$ cat src/rtl/scfr_pkg.sv
// Shared types and constants for the sum-checked frame receiver.
`timescale 1ns / 1ps
`default_nettype none

package scfr_pkg;

    localparam int unsigned BYTE_W   = 8;
    localparam int unsigned LEN_W    = 16;
    localparam int unsigned EVENT_W  = 3;

    localparam logic [LEN_W-1:0] MAX_PAYLOAD_RESET = 16'd256;

    // Depth of the queue between the parser and the checksum stage
    localparam int unsigned QUEUE_DEPTH = 2;
    localparam int unsigned QPTR_W      = (QUEUE_DEPTH > 1) ? $clog2(QUEUE_DEPTH) : 1;
    localparam int unsigned QCNT_W      = $clog2(QUEUE_DEPTH + 1);

    // Result event codes
    localparam logic [EVENT_W-1:0] EV_HEADER   = 3'd0;
    localparam logic [EVENT_W-1:0] EV_PAYLOAD  = 3'd1;
    localparam logic [EVENT_W-1:0] EV_GOOD     = 3'd2;
    localparam logic [EVENT_W-1:0] EV_BAD      = 3'd3;
    localparam logic [EVENT_W-1:0] EV_OVERSIZE = 3'd4;

    typedef enum logic [2:0] {
        PH_CMD,
        PH_LEN_LO,
        PH_LEN_HI,
        PH_PAYLOAD,
        PH_CSUM
    } phase_t;

    // What the parser decided about one byte
    typedef enum logic [2:0] {
        K_CMD,
        K_HDR,
        K_PAY,
        K_CSUM,
        K_OVER
    } kind_t;

    typedef struct packed {
        kind_t              kind;
        logic [BYTE_W-1:0]  data;
        logic [LEN_W-1:0]   index;
        logic [BYTE_W-1:0]  command;
        logic [LEN_W-1:0]   length;
    } entry_t;

endpackage

`default_nettype wire

$ cat src/rtl/scfr_front.sv
// Frame parser: tracks the frame phase and classifies each received byte.
`timescale 1ns / 1ps
`default_nettype none

module scfr_front (
    input  wire logic                         clk,
    input  wire logic                         rst_n,
    input  wire logic                         take,
    input  wire logic [scfr_pkg::BYTE_W-1:0]  rx_byte,
    input  wire logic                         cfg_write,
    input  wire logic [scfr_pkg::LEN_W-1:0]   cfg_data,
    output scfr_pkg::entry_t                  entry
);
    import scfr_pkg::*;

    phase_t             phase_reg,   phase_next;
    logic [LEN_W-1:0]   count_reg,   count_next;
    logic [LEN_W-1:0]   length_reg,  length_next;
    logic [BYTE_W-1:0]  command_reg, command_next;
    logic               over_reg,    over_next;
    logic [LEN_W-1:0]   max_reg;
    logic [LEN_W-1:0]   len_full;
    logic [LEN_W-1:0]   count_inc;
    kind_t              kind;

    always_ff @(posedge clk or negedge rst_n)
    begin
        if (!rst_n)
        begin
            phase_reg   <= PH_CMD;
            count_reg   <= '0;
            length_reg  <= '0;
            command_reg <= '0;
            over_reg    <= 1'b0;
            max_reg     <= MAX_PAYLOAD_RESET;
        end
        else
        begin
            if (take)
            begin
                phase_reg   <= phase_next;
                count_reg   <= count_next;
                length_reg  <= length_next;
                command_reg <= command_next;
                over_reg    <= over_next;
            end
            if (cfg_write)
            begin
                max_reg <= cfg_data;
            end
        end
    end

    always_comb
    begin
        phase_next   = phase_reg;
        count_next   = count_reg;
        length_next  = length_reg;
        command_next = command_reg;
        over_next    = over_reg;
        kind         = K_HDR;
        len_full     = {rx_byte, length_reg[BYTE_W-1:0]};
        count_inc    = count_reg + 1'b1;

        unique case (phase_reg)
            PH_LEN_LO:
            begin
                length_next = {{(LEN_W-BYTE_W){1'b0}}, rx_byte};
                phase_next  = PH_LEN_HI;
            end
            PH_LEN_HI:
            begin
                length_next = len_full;
                count_next  = '0;
                over_next   = (len_full > max_reg);
                // empty payload goes straight to the checksum byte
                phase_next  = (len_full == '0) ? PH_CSUM : PH_PAYLOAD;
            end
            PH_PAYLOAD:
            begin
                kind       = over_reg ? K_HDR : K_PAY;
                count_next = count_inc;
                if (count_inc == length_reg)
                begin
                    phase_next = PH_CSUM;
                end
            end
            PH_CSUM:
            begin
                kind       = over_reg ? K_OVER : K_CSUM;
                phase_next = PH_CMD;
            end
            default:
            begin
                kind         = K_CMD;
                command_next = rx_byte;
                length_next  = '0;
                count_next   = '0;
                over_next    = 1'b0;
                phase_next   = PH_LEN_LO;
            end
        endcase
    end

    always_comb
    begin
        entry.kind    = kind;
        entry.data    = rx_byte;
        entry.index   = count_reg;
        entry.command = command_next;
        entry.length  = length_next;
    end

endmodule

`default_nettype wire

$ cat src/rtl/scfr_queue.sv
// Short queue of classified bytes between the parser and the checksum stage.
`timescale 1ns / 1ps
`default_nettype none

module scfr_queue (
    input  wire logic             clk,
    input  wire logic             rst_n,
    input  wire logic             wr_en,
    input  wire scfr_pkg::entry_t wr_data,
    output logic                  full,
    input  wire logic             rd_en,
    output scfr_pkg::entry_t      rd_data,
    output logic                  valid
);
    import scfr_pkg::*;

    entry_t              slots [QUEUE_DEPTH];
    logic [QPTR_W-1:0]   wr_ptr_reg, wr_ptr_next;
    logic [QPTR_W-1:0]   rd_ptr_reg, rd_ptr_next;
    logic [QCNT_W-1:0]   count_reg,  count_next;
    logic                do_wr;
    logic                do_rd;

    assign full    = (count_reg == QCNT_W'(QUEUE_DEPTH));
    assign valid   = (count_reg != '0);
    assign do_wr   = wr_en && !full;
    assign do_rd   = rd_en && valid;
    assign rd_data = slots[rd_ptr_reg];

    always_comb
    begin
        wr_ptr_next = wr_ptr_reg;
        rd_ptr_next = rd_ptr_reg;
        count_next  = count_reg;
        if (do_wr)
        begin
            wr_ptr_next = (wr_ptr_reg == QPTR_W'(QUEUE_DEPTH - 1)) ? '0 : wr_ptr_reg + 1'b1;
        end
        if (do_rd)
        begin
            rd_ptr_next = (rd_ptr_reg == QPTR_W'(QUEUE_DEPTH - 1)) ? '0 : rd_ptr_reg + 1'b1;
        end
        if (do_wr && !do_rd)
        begin
            count_next = count_reg + 1'b1;
        end
        else if (do_rd && !do_wr)
        begin
            count_next = count_reg - 1'b1;
        end
    end

    always_ff @(posedge clk or negedge rst_n)
    begin
        if (!rst_n)
        begin
            wr_ptr_reg <= '0;
            rd_ptr_reg <= '0;
            count_reg  <= '0;
        end
        else
        begin
            wr_ptr_reg <= wr_ptr_next;
            rd_ptr_reg <= rd_ptr_next;
            count_reg  <= count_next;
        end
    end

    always_ff @(posedge clk)
    begin
        if (do_wr)
        begin
            slots[wr_ptr_reg] <= wr_data;
        end
    end

endmodule

`default_nettype wire

$ cat src/rtl/scfr_back.sv
// Checksum stage: keeps the running sum and holds the result register.
`timescale 1ns / 1ps
`default_nettype none

module scfr_back (
    input  wire logic                          clk,
    input  wire logic                          rst_n,
    input  wire logic                          q_valid,
    input  wire scfr_pkg::entry_t              q_data,
    output logic                               q_rd,
    output logic                               empty,
    input  wire logic                          pop,
    output logic [scfr_pkg::EVENT_W-1:0]       event_res,
    output logic [scfr_pkg::BYTE_W-1:0]        payload_byte,
    output logic [scfr_pkg::LEN_W-1:0]         payload_index,
    output logic [scfr_pkg::BYTE_W-1:0]        command,
    output logic [scfr_pkg::LEN_W-1:0]         frame_length
);
    import scfr_pkg::*;

    logic [BYTE_W-1:0]   sum_reg,   sum_next;
    logic                valid_reg;
    logic [EVENT_W-1:0]  event_reg, event_next;
    logic [BYTE_W-1:0]   byte_reg,  byte_next;
    logic [LEN_W-1:0]    index_reg, index_next;
    logic [BYTE_W-1:0]   cmd_reg;
    logic [LEN_W-1:0]    len_reg;
    logic                load;

    // advance when the result register is free or being drained
    assign load = q_valid && (!valid_reg || pop);
    assign q_rd = load;

    always_comb
    begin
        sum_next   = sum_reg;
        event_next = EV_HEADER;
        byte_next  = '0;
        index_next = '0;
        case (q_data.kind)
            K_CMD:
            begin
                sum_next = '0;
            end
            K_PAY:
            begin
                event_next = EV_PAYLOAD;
                byte_next  = q_data.data;
                index_next = q_data.index;
                sum_next   = sum_reg + q_data.data;
            end
            K_CSUM:
            begin
                event_next = (q_data.data == sum_reg) ? EV_GOOD : EV_BAD;
            end
            K_OVER:
            begin
                event_next = EV_OVERSIZE;
            end
            default:
            begin
                event_next = EV_HEADER;
            end
        endcase
    end

    always_ff @(posedge clk or negedge rst_n)
    begin
        if (!rst_n)
        begin
            sum_reg   <= '0;
            valid_reg <= 1'b0;
        end
        else
        begin
            if (load)
            begin
                sum_reg   <= sum_next;
                valid_reg <= 1'b1;
            end
            else if (pop)
            begin
                valid_reg <= 1'b0;
            end
        end
    end

    always_ff @(posedge clk)
    begin
        if (load)
        begin
            event_reg <= event_next;
            byte_reg  <= byte_next;
            index_reg <= index_next;
            cmd_reg   <= q_data.command;
            len_reg   <= q_data.length;
        end
    end

    assign empty         = !valid_reg;
    assign event_res     = event_reg;
    assign payload_byte  = byte_reg;
    assign payload_index = index_reg;
    assign command       = cmd_reg;
    assign frame_length  = len_reg;

endmodule

`default_nettype wire

$ cat src/rtl/sum_checked_frame_receiver_unit.sv
// Top level of the sum-checked frame receiver.
// An accepted byte is written into the queue, then loaded into the result register once it is free or being popped.
// Throughput: one byte per cycle while full is low; full rises only when the two-entry queue
// behind the parser is full because results are not being popped.
// Reset: rst_n clears phase, counters, sum, queue pointers and the result valid flag at once;
// max_payload returns to 256. No clearing pass, bytes are taken right after reset.
`timescale 1ns / 1ps
`default_nettype none

module sum_checked_frame_receiver_unit (
    input  wire logic                          clk,
    input  wire logic                          rst_n,
    input  wire logic                          push,
    output logic                               full,
    input  wire logic [scfr_pkg::BYTE_W-1:0]   rx_byte,
    output logic                               empty,
    input  wire logic                          pop,
    output logic [scfr_pkg::EVENT_W-1:0]       event_res,
    output logic [scfr_pkg::BYTE_W-1:0]        payload_byte,
    output logic [scfr_pkg::LEN_W-1:0]         payload_index,
    output logic [scfr_pkg::BYTE_W-1:0]        command,
    output logic [scfr_pkg::LEN_W-1:0]         frame_length,
    input  wire logic                          cfg_valid,
    output logic                               cfg_ready,
    input  wire logic [scfr_pkg::LEN_W-1:0]    cfg_data
);
    import scfr_pkg::*;

    entry_t  front_entry;
    entry_t  q_data;
    logic    q_full;
    logic    q_valid;
    logic    q_rd;
    logic    take;

    assign cfg_ready = 1'b1;
    assign full      = q_full;
    assign take      = push && !q_full;

    scfr_front u_front (
        .clk       (clk),
        .rst_n     (rst_n),
        .take      (take),
        .rx_byte   (rx_byte),
        .cfg_write (cfg_valid && cfg_ready),
        .cfg_data  (cfg_data),
        .entry     (front_entry)
    );

    scfr_queue u_queue (
        .clk     (clk),
        .rst_n   (rst_n),
        .wr_en   (take),
        .wr_data (front_entry),
        .full    (q_full),
        .rd_en   (q_rd),
        .rd_data (q_data),
        .valid   (q_valid)
    );

    scfr_back u_back (
        .clk           (clk),
        .rst_n         (rst_n),
        .q_valid       (q_valid),
        .q_data        (q_data),
        .q_rd          (q_rd),
        .empty         (empty),
        .pop           (pop),
        .event_res     (event_res),
        .payload_byte  (payload_byte),
        .payload_index (payload_index),
        .command       (command),
        .frame_length  (frame_length)
    );

endmodule

`default_nettype wire

$ cat config.mk
export PLATFORM = sky130hd
export DESIGN_NAME = sum_checked_frame_receiver_unit
export DESIGN_NICKNAME = d
export VERILOG_FILES = /design/src/rtl/scfr_pkg.sv /design/src/rtl/scfr_front.sv /design/src/rtl/scfr_queue.sv /design/src/rtl/scfr_back.sv /design/src/rtl/sum_checked_frame_receiver_unit.sv
export SDC_FILE = /design/constraint.sdc
export NUM_CORES = 1
export LEC_CHECK = 0
export BUFFER_PORTS_ARGS = -buffer_cell sky130_fd_sc_hd__buf_4
export CAP_MARGIN = 30
export CELL_PAD_IN_SITES_DETAIL_PLACEMENT = 1
export CELL_PAD_IN_SITES_GLOBAL_PLACEMENT = 2
export CORE_MARGIN = 2
export CORE_UTILIZATION = 40
export DETAILED_ROUTE_END_ITERATION = 8
export GPL_ROUTABILITY_DRIVEN = 1
export MAX_ROUTING_LAYER = met4
export PLACE_DENSITY_LB_ADDON = 0.1
export SETUP_SLACK_MARGIN = 0.5
export SLEW_MARGIN = 0
export SYNTH_ARGS = -nofsm -noshare
export SYNTH_HDL_FRONTEND = slang
export SYNTH_HIERARCHICAL = 1
export SYNTH_SLANG_ARGS = --single-unit
export TNS_END_PERCENT = 100
$ cat constraint.sdc
create_clock -name clk -period 3.9 [get_ports clk]
set_clock_uncertainty 0.05 [all_clocks]
set_input_delay 0.195 -clock clk [delete_from_list [all_inputs] [get_ports clk]]
set_output_delay 0.195 -clock clk [all_outputs]
set_load 0.01 [all_outputs]
# [Yosys cells after proc, flatten, opt, wreduce, memory -nomap -nowiden]
# Memories as Yosys holds them, arrays and structs flattened.
# Index checks and enable logic that the tools add are counted.
[word_totals] inputBits=29 n_memories=1 latch_bits=0 mem_bits_ro=0 mem_bits_rw=102 regBits=124 word_cells=84
[classes] n_reduce_logical=26 n_bitwise=2 n_eq_ne=11 addsub=6 n_mul=0 order_cmp=1 mux=21 n_div=0 n_shift=0
[mem_list] memory="u_queue.slots" depth=2 word_bits=51 rd=1 rd_ports_with_merged_regs=0 write_ports=1 line="scfr_queue.sv:17" rtl="entry_t slots [QUEUE_DEPTH];"
[op_table] op="case mux 16 bit (3 select lines)" count=1
[op_table] op="case mux 16 bit (2 select lines)" count=1
[op_table] op="case mux 3 bit (3 select lines)" count=2
[op_table] op="adder 16 x 1 -> 16 bit (second input constant)" count=1
[op_table] op="equality test 16 bit" count=1
[op_table] op="greater-than comparator 16 bit" count=1
[op_table] op="logical NOT 16 bit" count=1
[op_table] op="case mux 8 bit (2 select lines)" count=1
[op_table] op="equality test 3 x 2 -> 1 bit (second input constant)" count=4
[op_table] op="case mux 3 bit (4 select lines)" count=1
[op_table] op="2-to-1 mux 3 bit" count=3
[op_table] op="adder 8 bit" count=1
[op_table] op="equality test 8 bit" count=1
[op_table] op="2-to-1 mux 8 bit" count=1
[op_table] op="AND reduction 2 bit" count=4
[op_table] op="nonzero test 2 bit" count=4
[op_table] op="2-to-1 mux 1 bit" count=7
[op_table] op="equality test 3 bit (second input constant)" count=2
[op_table] op="logical AND 1 bit" count=6
[op_table] op="2-to-1 mux 2 bit" count=3
[op_table] op="OR reduction 2 bit" count=3
[op_table] op="logical NOT 1 bit" count=4
[op_table] op="OR reduction 4 bit" count=1
[op_table] op="equality test 3 x 1 -> 1 bit (second input constant)" count=1
[op_table] op="10 further kinds" count=12

# [Longest topological paths before layout]
# Gate-level depths: netlist of run 1.
[depth] word_depth=8 mapped_depth=10

# [By module]
# The synthesis of run 1 kept the hierarchy.
[by_module_without_submodules] mod="scfr_queue" cells_per_inst=178 seq_area_each_um2=3163.0 area_each_um2=4130.2 instances=1
[by_module_without_submodules] mod="scfr_front" cells_per_inst=474 seq_area_each_um2=1502.7 area_each_um2=4124.0 instances=1
[by_module_without_submodules] mod="scfr_back" cells_per_inst=157 seq_area_each_um2=1756.7 area_each_um2=2444.8 instances=1
[by_module_without_submodules] mod="sum_checked_frame_receiver_unit" cells_per_inst=3 seq_area_each_um2=0.0 area_each_um2=25.0 instances=1

# [Worst setup path after synthesis of run 1]
# Ideal clock, no wire load.
[synth_path] path_kind="register -> register" from="reg u_queue.count_reg[0]" to="mem u_queue/slots[0][0] (netlist bit) (enable)" slack_ns=0.349 setup_ns=0.460 t_arrival_ns=3.041 n_path_buf=0 path_stages_with_launch=6 period_less_slack_ns=3.551 cell_sequence="dfrtp_1 -> nand2b_1 -> inv_1 -> nor2b_4 -> nand2_1 -> nor2_1"
[synth_via] elab_chain_len=6
[synth_lines] element="from (decl)" line="scfr_queue.sv:20" rtl="logic [QCNT_W-1:0] count_reg, count_next;"
[synth_lines] element="from (signal assigned)" line="scfr_queue.sv:65" rtl="count_reg <= count_next;"
[synth_lines] element="equality test 2 bit" line="scfr_queue.sv:24" rtl="assign full = (count_reg == QCNT_W'(QUEUE_DEPTH));"
[synth_lines] element="net full" line="sum_checked_frame_receiver_unit.sv:14" rtl="output logic full,"
[synth_lines] element="logical NOT 1 bit" line="sum_checked_frame_receiver_unit.sv:38" rtl="assign take = push && !q_full;"
[synth_lines] element="logical AND 1 bit" line="sum_checked_frame_receiver_unit.sv:38"
[synth_lines] element="net take" line="sum_checked_frame_receiver_unit.sv:34" rtl="logic take;"
[synth_lines] element="logical AND 1 bit" line="scfr_queue.sv:26" rtl="assign do_wr = wr_en && !full;"
[synth_lines] element="2-to-1 mux 1 bit" line="scfr_queue.sv:71" rtl="if (do_wr)"
[synth_lines] element="2-to-1 mux 1 bit (not written as such)" line="scfr_queue.sv:73" rtl="slots[wr_ptr_reg] <= wr_data;"
[synth_lines] element="to (decl)" line="scfr_queue.sv:17"
# The timed path passes the listed nets, and every way through them passes these cells.

==> results of run 1 <==
per-stage QoR:
stage | utilization | hold slack, ps | instance area (um2) | std cells | setup WS [ps]
3_3_place_gp | 0.440 | 208 | 11500 | 1192 | 1070
3_5_place_dp | 0.440 | 222 | 11500 | 1192 | 1020
4_1_cts | 0.487 | 0.868 | 12800 | 1279 | 1010
6_report | 0.487 | 21.0 | 12800 | 1279 | 998
5_1_grt | 0.487 | 26.7 | 12800 | 1279 | 863
2_1_floorplan | - | -151 | 10700 | 812 | 935
report_power, final:
part / switching [mW] / total, mW / internal [mW]
sequential: 0.531 / 4.10 / 3.57
combinational: 1.82 / 3.43 / 1.60
clock: 0.969 / 2.39 / 1.42
layout make-up:
type / instances / share of cell area
Clock buffer: 32 / 0.0552
Clock inverter: 16 / 0.0114
Inverter: 29 / 0.00852
Multi-Input combinational cell: 509 / 0.303
Sequential cell: 226 / 0.503
Tap cell: 335 / 0.0328
Timing Repair Buffer: 132 / 0.0862
worst max-delay path by stage:
stage,startpoint,endpoint,slack (ps)
2_1_floorplan,u_queue/count_reg[0],u_back/sum_reg[6],940
3_3_place_gp,u_queue/rd_ptr_reg,u_back/sum_reg[6],1070
3_5_place_dp,u_queue/rd_ptr_reg,u_back/sum_reg[6],1020
4_1_cts,u_queue/rd_ptr_reg,u_back/sum_reg[6],1010
5_1_grt,u_queue/rd_ptr_reg,u_back/sum_reg[7],860
6_report,u_queue/rd_ptr_reg,u_back/sum_reg[7],1000
layer usage:
metal / global-route usage / routed length [um]
met1: 0.245 / 11500
met2: 0.330 / 12800
met3: 0.0260 / 1080
met4: 0.0586 / 661
met5: - / 0
critical path, delay by kind of cell, from the launching register on:
family	cells	cell delay [ps]
compound gates	5	1120
fa+ha+maj	1	370
flops	1	910
mux	1	360
cells in the mapped netlist, types with 4 or more instances:
master / n / area (um2)
buf_12: 5 / 100
nand4_1: 11 / 68.8
a21oi_1: 33 / 165
nor2_1: 27 / 101
nor3_1: 4 / 20.0
a31oi_1: 6 / 37.5
inv_1: 29 / 109
and2_1: 23 / 144
edfxtp_1: 153 / 4590
nand3_1: 12 / 60.1
buf_2: 7 / 35.0
clkbuf_1: 21 / 78.8
and3_1: 4 / 25.0
mux2_2: 33 / 372
dfrtp_1: 72 / 1800
nor4_1: 12 / 75.1
ha_1: 25 / 313
xor2_1: 11 / 96.3
o211ai_1: 4 / 30.0
a22o_1: 4 / 35.0
o21ai_0: 64 / 320
buf_4: 13 / 97.6
nor2b_1: 14 / 87.6
o22ai_1: 4 / 25.0
a22oi_1: 18 / 135
nand2_1: 63 / 236
a21o_1: 6 / 45.0
xnor2_1: 15 / 131
mux2_4: 50 / 751
nand2b_1: 8 / 50.1
cells in the final DEF (no fill, tap or decap), types with 5 or more instances in the layout:
cell           instances
nand4_1               11
edfxtp_1             153
and2_1                22
a31oi_1                6
clkinv_2               5
clkbuf_16             27
a22oi_1               18
o21ai_0               64
nor2b_1               14
xor2_1                11
nor2_1                26
xnor2_1               15
mux2_4                50
nand2b_1               8
a21oi_1               33
nand2_1               63
nand3_1               12
dfrtp_1               71
dlygate4sd3_1         39
ha_1                  25
nor4_1                12
a21o_1                 6
inv_1                 29
mux2_2                33
buf_4                 92
cell families (layout without fill, tap and decap cells):
logic type | after synthesis | in the layout
muxes | 84 | 84
AOI/OAI and AO/OA | 163 | 163
and+or+nand+nor | 208 | 208
other | 1 | 1
adders and majority gates | 26 | 26
DFF | 226 | 226
xor gates and xnor gates | 27 | 27
buffers and inverters | 77 | 209
==> summary.txt, run 1 <==
Synthesis
  – Main combinational cell family by area after synthesis: simple AND/OR/NAND/NOR gates
  – Post-synth EDFFs: 153
  – Netlist cell types: 76
  – Sequential area share after synthesis: 0.599
  – Synth Area per Inst: 13.2 um2
  – Netlist Area Pre-Place: 0.0107 mm2
  – Xor-xnor portion of the synthesized cell area: 0.0228
  – Cells after Synth: 812
  – Post-Synth Adder-Cell Area: 0.0310
  – Simple-Gate Fraction of Synth Area: 0.108
  – Synth warn: 6
  – Post-synthesis mux area share: 0.106
  – Post-synth ARST share: 0.323
  – Flops & latches, synth: 226
  – Synth Net Count: 867
  – Top_reg_cell synth: edfxtp_1
  – Compound-Gate Fraction of Synth Area: 0.0921

Layout
  – Syn-to-layout area delta: 19.1%
  – Share of layout cells above drive strength 1: 0.255
  – Diodes inserted: 0
  – Area of the multi-input gates: 0.00387 mm2
  – Most flop-heavy register: u_queue/slots
  – Largest register FFs: 102
  – Fillcell total: 2652
  – Final nets: 979
  – Sequential cell area: 0.00642 mm2

Setup path
  – Critical R2R Launch: u_queue/rd_ptr_reg
  – Setup CP Type: flop to flop
  – CP max stage delay: 910 ps
  – Crit path max fanout: 27
  – Crit-path cells: mux2_4 -> ha_1 -> o21ai_0 -> a22oi_1 -> o2111ai_1 -> o221ai_1 -> a21oi_1
  – WP data required: 4300 ps
  – Worst EP arrival: 3300 ps
  – FF-to-FF End: u_back/sum_reg[7]
  – Startpoint types: flop
  – Crit path capture type: flop
  – CP max-delay cell: dfrtp_2
  – Reg2Reg Depth: 7
  – R2R Setup Slk: 1000 ps

Clocking
  – CTS Hold Bufs: 39
  – CTS resizes: 0
  – Clock root buffer: clkbuf_16
  – Clock Path Buffers: 3
  – Setup bufs post-CTS: 0
  – TritonCTS clock tree: done
  – Clock latency on the worst-skew pair: 530 ps
  – CTS HTree Levels: 1
  – CTS sink count: 226
  – CTS buffer count: 26
  – Clk slew on worst S/H paths: 60 ps

Floorplanning
  – Initial Util: 0.409
  – Die width: 168 um
  – Area of the core: 0.0262 mm2
  – Io pins: 83
  – Die Ht: 168 um
  – # rows: 59
  – DIE AREA: 0.0281 mm2

Global route
  – Global-route wire length before repair: 41800 um
  – GRT overflow: 0
  – Initial antenna violation count: 0
  – GRT Total Usage: 0.195
  – Number of global-route vias before repair: 7445
  – Largest net degree at the start of global routing: 47

Routing
  – Initial drt markers: 385
  – Post-Route WL: 26100 um
  – First-pass DRT Iterations: 4
  – Final ANT Viol Nets: 0
  – Vias: 6814
  – Wire per inst: 20.4 um
  – Post-DR vias/cell: 5.33
  – Detailed-route DRC error count: 0

Placement
  – Port Buffer Count: 81
  – HPWL Detailed: 17600 um
  – Routability congestion estimate: 0.823

Timing
  – Setup TNS: 0 ps
  – Final-report hold violation count: 0
  – F_max: 0.345 GHz
  – Final-report setup violation count: 0
  – Post-route minimum period: 2900 ps
  – Worst-Margin Slew: 999 ps
  – Max-slew violations: 0
  – Relative slew margins: 0.329
  – Crit share post-route: 0.744
  – RSZ-0062 raised after global routing: false

Hold path
  – Worst Hold Class: input pin to flop
  – HP Start: pop
  – Cells on Worst Hold Path: 3
  – Worst Hold Endpoint: u_back/valid_reg

Status
  – Status: complete, no violations

Power
  – Pleak: 5.12 nW
  – PwrDens: 777 mW/mm2
  – Overall power: 9.92 mW
  – VDD IR-drop max: 367 uV

Flow run
  – Max-cap violations: 0
(Power assumes the default switching activity.)
==> inputs of run 2 (changes only) <==
Settings changed: ABC_AREA set to 1, CORE_UTILIZATION 40 to 39.
Clock period 3.9 ns to 2.7 ns, I/O delays scaled along.
==> run 2 against run 1 <==
Against the previous run: clock power grew 45%; register-to-register slack lost 340 ps; worst setup slack lost 340 ps; first-iteration DRC count shrank 1.0%; critical path depth shrank 2; synthesized cell count grew 25%; combinational power grew 47%; non-clock buffer count grew 33.
==> summary.txt, run 2 <==
Status
  – Status: complete, no violations

Timing
  – Final Worst Setup Slack: 656 ps
  – Relative slew margins: 0.582
  – Final-report hold violation count: 0
  – Post-route minimum period: 2040 ps
  – Final-report setup violation count: 0
  – Max-slew violations: 0
  – RSZ-0062 raised after global routing: true
  – F_max: 0.489 GHz
  – Crit share post-route: 0.757
  – Setup TNS: 0 ps
  – Worst-Margin Slew: 626 ps

Global route
  – Global-route wire length before repair: 42600 um
  – Largest net degree at the start of global routing: 47
  – Number of global-route vias before repair: 7703
  – Initial antenna violation count: 0
  – GRT overflow: 0
  – GRT Total Usage: 0.200

Synthesis
  – Netlist Area Pre-Place: 0.0102 mm2
  – Synth top area cells: edfxtp_1 (45%), dfrtp_1 (18%), nand2_1 (13%)
  – Sequential area share after synthesis: 0.627
  – Share of the synthesized area in the top cell type: 0.449
  – Flops & latches, synth: 226
  – Synth Net Count: 1069
  – Count leader, synth: nand2_1
  – Cells after Synth: 1014
  – Leading area contributor after synthesis: edfxtp_1
  – Post-synth ARST share: 0.323
  – Netlist cell types: 46
  – Top_reg_cell synth: edfxtp_1
  – Post-synth EDFFs: 153
  – Synth Area per Inst: 10.1 um2
  – Most instantiated cells after synthesis: nand2_1 (342), edfxtp_1 (153), inv_1 (117), dfrtp_1 (72), nor2_1 (55)
  – Synth warn: 6

Clocking
  – Clock latency on the worst-skew pair: 530 ps
  – CTS sink count: 226
  – CTS HTree Levels: 1
  – Clock Path Buffers: 3
  – Clock root buffer: clkbuf_16
  – CTS buffer count: 26
  – TritonCTS clock tree: done
  – Clk slew on worst S/H paths: 60 ps

Power
  – VDD IR-drop max: 651 uV
  – PwrDens: 1110 mW/mm2
  – Pleak: 5.61 nW

Placement
  – HPWL Detailed: 18200 um
  – Place WS: 483 ps
  – Routability congestion estimate: 0.785
  – Port Buffer Count: 81

Floorplanning
  – Die Ht: 166 um
  – Initial Util: 0.395
  – Area of the core: 0.0259 mm2
  – Io pins: 83
  – DIE AREA: 0.0276 mm2
  – Die width: 166 um
  – # rows: 59

Setup path
  – CP max-delay cell: dfrtp_1
  – Startpoint types: flop
  – Setup CP Type: flop to flop
  – Worst EP arrival: 2240 ps
  – CP max stage delay: 480 ps
  – Crit-path cells: inv_1 -> nor3_2 -> nor2_1 -> buf_4 -> o22ai_1
  – WP data required: 2900 ps
  – Crit path capture type: flop
  – Crit path max fanout: 8

Routing
  – Detailed-route DRC error count: 0
  – First-pass DRT Iterations: 5
  – Post-DR vias/cell: 4.87
  – Wire per inst: 17.3 um
  – Vias: 7448
  – Post-Route WL: 26400 um
  – Initial drt markers: 381
  – Final ANT Viol Nets: 0

Layout
  – Syn-to-layout area delta: 24.6%
  – Sequential cell area: 0.00643 mm2
  – Most common cell after layout, fill and taps aside: nand2_1
  – Share of layout cells above drive strength 1: 0.179
  – Area of the multi-input gates: 0.00316 mm2
  – Largest register FFs: 102
  – Util after Layout: 0.492
  – Most flop-heavy register: u_queue/slots
  – Most frequent cells in the layout: nand2_1 (338), edfxtp_1 (153), inv_1 (116), buf_4 (104), dfrtp_1 (62)
  – Final nets: 1229
  – Fillcell total: 2874

Flow run
  – Max-cap violations: 0

Hold path
  – Worst Hold Class: input pin to flop
==> run 2: cell count changes after synthesis, sizes merged, moves of 11 or more <==
cell,before,now
o21ai,68,55
nor2b,15,0
o22ai,4,25
inv,29,124
clkbuf,21,6
mux2,83,1
nor2,28,66
a21oi,33,9
nand3,15,53
nor4,13,2
a22oi,18,0
nand2,65,353
xnor2,15,2
and2,26,0
==> run 2: timing repair <==
item | in CTS | in global routing
pin swaps | 0 | 5
endpoints found under the hold margin | 70 | 0
hold buffers | 56 | 0
setup endpoints to repair | 3 | 50
gates resized for setup | 3 | 24
setup buffers | 0 | 13
==> run 2: kinds of logic (layout without fill, tap and decap cells) <==
kind of cell,Yosys count,in the layout,share of synthesized area
other cells,1,2,0.000366
mux,1,1,0.00110
flops,226,226,0.627
buf+inv,158,337,0.0688
xor+xnor,8,8,0.00966
compound gates,98,98,0.0544
fa+ha+maj,26,26,0.0325
simple gates,496,496,0.206
==> run 2: area by class of cell <==
cell class | count | share of cell area
flip-flops and latches | 226 | 0.504
multi-input cells | 630 | 0.248
repair buffers | 165 | 0.110
clock buffers | 28 | 0.0516
inverters | 125 | 0.0378
well taps | 335 | 0.0329
clock inverters | 19 | 0.0146
diodes | 1 | 0.000196
==> run 2: per-layer routing <==
layer,GRT usage,vias up,part of all wire
li1,-,3660,-
met1,0.278,3644,0.49
met2,0.320,113,0.46
met3,0.0248,31,0.031
met4,0.0423,0,0.020
met5,-,-,0
==> run 2: path summary, 6_finish.rpt <==
path / start / end / slack [ps] / cells after the start
setup / recovery: u_front/phase_reg[2] / u_queue/slots[1][8] / 660 / 5
hold / removal: cfg_valid / u_front/max_reg[0] / 40 / 2
setup reg to reg: u_front/phase_reg[2] / u_queue/slots[1][8] / 660 / 5
hold reg to reg: u_front/command_reg[4] / u_front/command_reg[4] / 430 / 2
max in group asynchronous: rst_n / u_front/count_reg[8] / 1750 / 3
min in group asynchronous: rst_n / u_front/count_reg[7] / 110 / 2
==> run 2: stage by stage <==
step | hold slack [ps] | total power, mW | cell area (um2) | instances
3_5_place_dp | 140 | 10.7 | 11200 | 1412
3_3_place_gp | 137 | 10.5 | 11200 | 1412
6_report | 38.3 | 14.2 | 12800 | 1529
5_1_grt | 55.1 | 15.2 | 12800 | 1528
2_1_floorplan | -211 | 8.83 | 10200 | 1014
4_1_cts | 15.0 | 14.3 | 12600 | 1515
==> run 2: power breakdown <==
part           switching [mW]  leakage [nW]  internal, mW
Sequential              0.475          2.41          5.24
Combinational            3.26          2.79          1.77
Clock                    1.41         0.415          2.05
==> run 2: critical path, delay by kind of cell (launching register included) <==
family / cells / cell delay [ps]
AO/OA/AOI/OAI: 1 / 460
buffers and inverters: 2 / 290
flip-flops: 1 / 480
AND/OR/NAND/NOR: 2 / 490
==> inputs of run 3 (changes only) <==
Settings changed: CORE_UTILIZATION 39 to 35.
Clock period 2.7 ns to 1.65 ns, I/O delays scaled along.
==> run 3 against run 2 <==
Against the previous run: the run now ends with negative hold slack, negative setup slack left; worst setup slack worse by 1000 ps; via count is 20% higher; critical path type unchanged; wire length is 51% higher; sequential cell count stayed put; highest routed layer unchanged; clock power is 67% higher.
==> summary.txt, run 3 (synthesis results as in run 2) <==
Status
  – Status: finished with violations
  – Failing checks: negative hold slack, negative setup slack

Global route
  – GRT Total Usage: 0.227
  – GRT overflow: 0
  – Number of global-route vias before repair: 9148
  – Global-route wire length before repair: 52100 um
  – Largest net degree at the start of global routing: 36
  – Initial antenna violation count: 0

Setup path
  – Critical R2R Launch: u_front/count_reg[0]
  – Crit path from: u_front/count_reg[0]
  – CP max stage delay: 400 ps
  – Crit-path most repeated cell: nand2_2
  – Setup CP Type: flop to flop
  – Crit-path cells: buf_4 -> inv_1 -> nor2_4 -> nand2_4 -> buf_4 -> nand2_1 -> nand2_1 -> nor2_1 -> nor2_1 -> nand3_1 -> nor2_2 -> nand2_1 -> nand2_2 -> nand2_2 -> nand2_2 -> nand2_2
  – Crit path buffers/inverters: 3
  – CP max-delay cell: dfrtp_1
  – WP data required: 2030 ps
  – CP delay by family, top: simple AND/OR/NAND/NOR gates
  – Startpoint types: flop
  – Crit path max fanout: 6
  – Worst EP arrival: 2400 ps
  – Crit path capture type: flop

Timing
  – Relative slew margins: 0.622
  – Hold slack: -148 ps
  – Worst-Margin Slew: 567 ps
  – Final-report setup violation count: 237
  – Final-report hold violation count: 14
  – RSZ-0062 raised after global routing: true
  – Final Worst Setup Slack: -365 ps
  – Max-slew violations: 0
  – Crit share post-route: 1.22
  – F_max: 0.496 GHz
  – Post-route minimum period: 2020 ps

Clocking
  – Clock latency on the worst-skew pair: 540 ps
  – CTS buffer count: 26
  – Clk slew on worst S/H paths: 60 ps
  – CTS sink count: 226
  – CTS HTree Levels: 1
  – Clock Path Buffers: 3
  – TritonCTS clock tree: done
  – Clock root buffer: clkbuf_16

Routing
  – Post-DR vias/cell: 4.96
  – Final ANT Viol Nets: 0
  – Initial drt markers: 554
  – Post-Route WL: 39800 um
  – Detailed-route DRC error count: 0
  – First-pass DRT Iterations: 5
  – Wire per inst: 22.1 um
  – Vias: 8944

Flow run
  – Max-cap violations: 0

Layout
  – Most frequent cells in the layout: nand2_1 (201), buf_4 (154), edfxtp_1 (153), buf_6 (108), inv_1 (102)
  – Share of layout cells above drive strength 1: 0.501
  – Final nets: 1453
  – Most common cell after layout, fill and taps aside: nand2_1
  – Largest register FFs: 102
  – Final instance area: 0.0177 mm2
  – Syn-to-layout area delta: 73.3%
  – Most flop-heavy register: u_queue/slots
  – Diodes inserted: 0

Floorplanning
  – Initial Util: 0.356
  – Die width: 175 um
  – Io pins: 83
  – # rows: 62
  – Die Ht: 175 um
  – Area of the core: 0.0288 mm2
  – DIE AREA: 0.0306 mm2

Hold path
  – Worst Hold Class: input pin to flop
  – HP Start: pop

Power
  – PwrDens: 2010 mW/mm2
  – VDD IR-drop max: 1120 uV
  – Pleak: 7.72 nW

Placement
  – Port Buffer Count: 81
  – HPWL Detailed: 20600 um
  – Routability congestion estimate: 0.788
  – Placed inst area: 0.0127 mm2
[run 3: changes by cell type in the layout (fill, tap and decap cells not counted), moves of 25 or more]
cell	delta
buf_6	+106
nand2_2	+75
o21ai_0	-25
nand2_1	-137
nand2_4	+56
buf_4	+50
buf_12	+32
[run 3: final timing paths]
| kind | to | slack (ps) | cells after the start |
|---|---|---|---|
| min in group asynchronous | u_queue/count_reg[1] | -20 | 2 |
| hold reg to reg | u_queue/count_reg[1] | 440 | 2 |
| setup / recovery | u_front/phase_reg[1] | -370 | 16 |
| hold / removal | u_back/valid_reg | -150 | 4 |
| setup reg to reg | u_front/phase_reg[1] | -370 | 16 |
| max in group asynchronous | u_front/max_reg[8] | 940 | 3 |
[run 3: power breakdown]
group | total [mW] | internal, mW | switching, mW
logic | 20.1 | 9.92 | 10.2
registers | 9.83 | 8.62 | 1.21
clock network | 5.79 | 3.33 | 2.46
total | 35.7 | 21.9 | 13.9
[run 3: worst reg2reg max path: cells and delay by family (launching register included)]
kind / cells / cell delay [ps]
and+or+nand+nor: 13 / 1080
buffers and inverters: 3 / 390
DFF: 1 / 400
[run 3: area by class of cell]
class	count	area, um2
clock buffer	43	807
timing repair buffer	385	4580
clock inverter	5	27.5
fill	2892	11000
sequential	226	6430
tap	384	480
inverter	125	519
multi-input combinational	633	4890
timing repair inverter	1	11.3
[run 3: repair_timing]
action                                  CTS  global route
resized for setup                       191           319
gates cloned                             19            18
pin swaps                                60            72
endpoints found under the setup margin  368           374
buffers inserted                         62            41
hold endpoints to repair                105             2
hold buffers                             41             1
[run 3: per-stage QoR]
step / worst slack [ps] / util / setup TNS [ps] / total power [mW] / std cells
finish: -365 / 0.616 / -36340 / 35.7 / 1802
global placement: -312 / 0.440 / -2290 / 19.6 / 1573
detailed placement: -336 / 0.440 / -2590 / 19.9 / 1573
CTS: -304 / 0.548 / -22660 / 30.2 / 1743
global route: -532 / 0.616 / -50220 / 37.4 / 1802
floorplan: -373 / - / -40700 / 15.7 / 1014
[run 3: layer usage]
layer	wire, um	global-route usage	vias to the layer above
met3	1250	0.0318	59
met5	0	-	-
met1	16600	0.287	4563
li1	-	-	4134
met2	21100	0.388	188
met4	878	0.0528	0
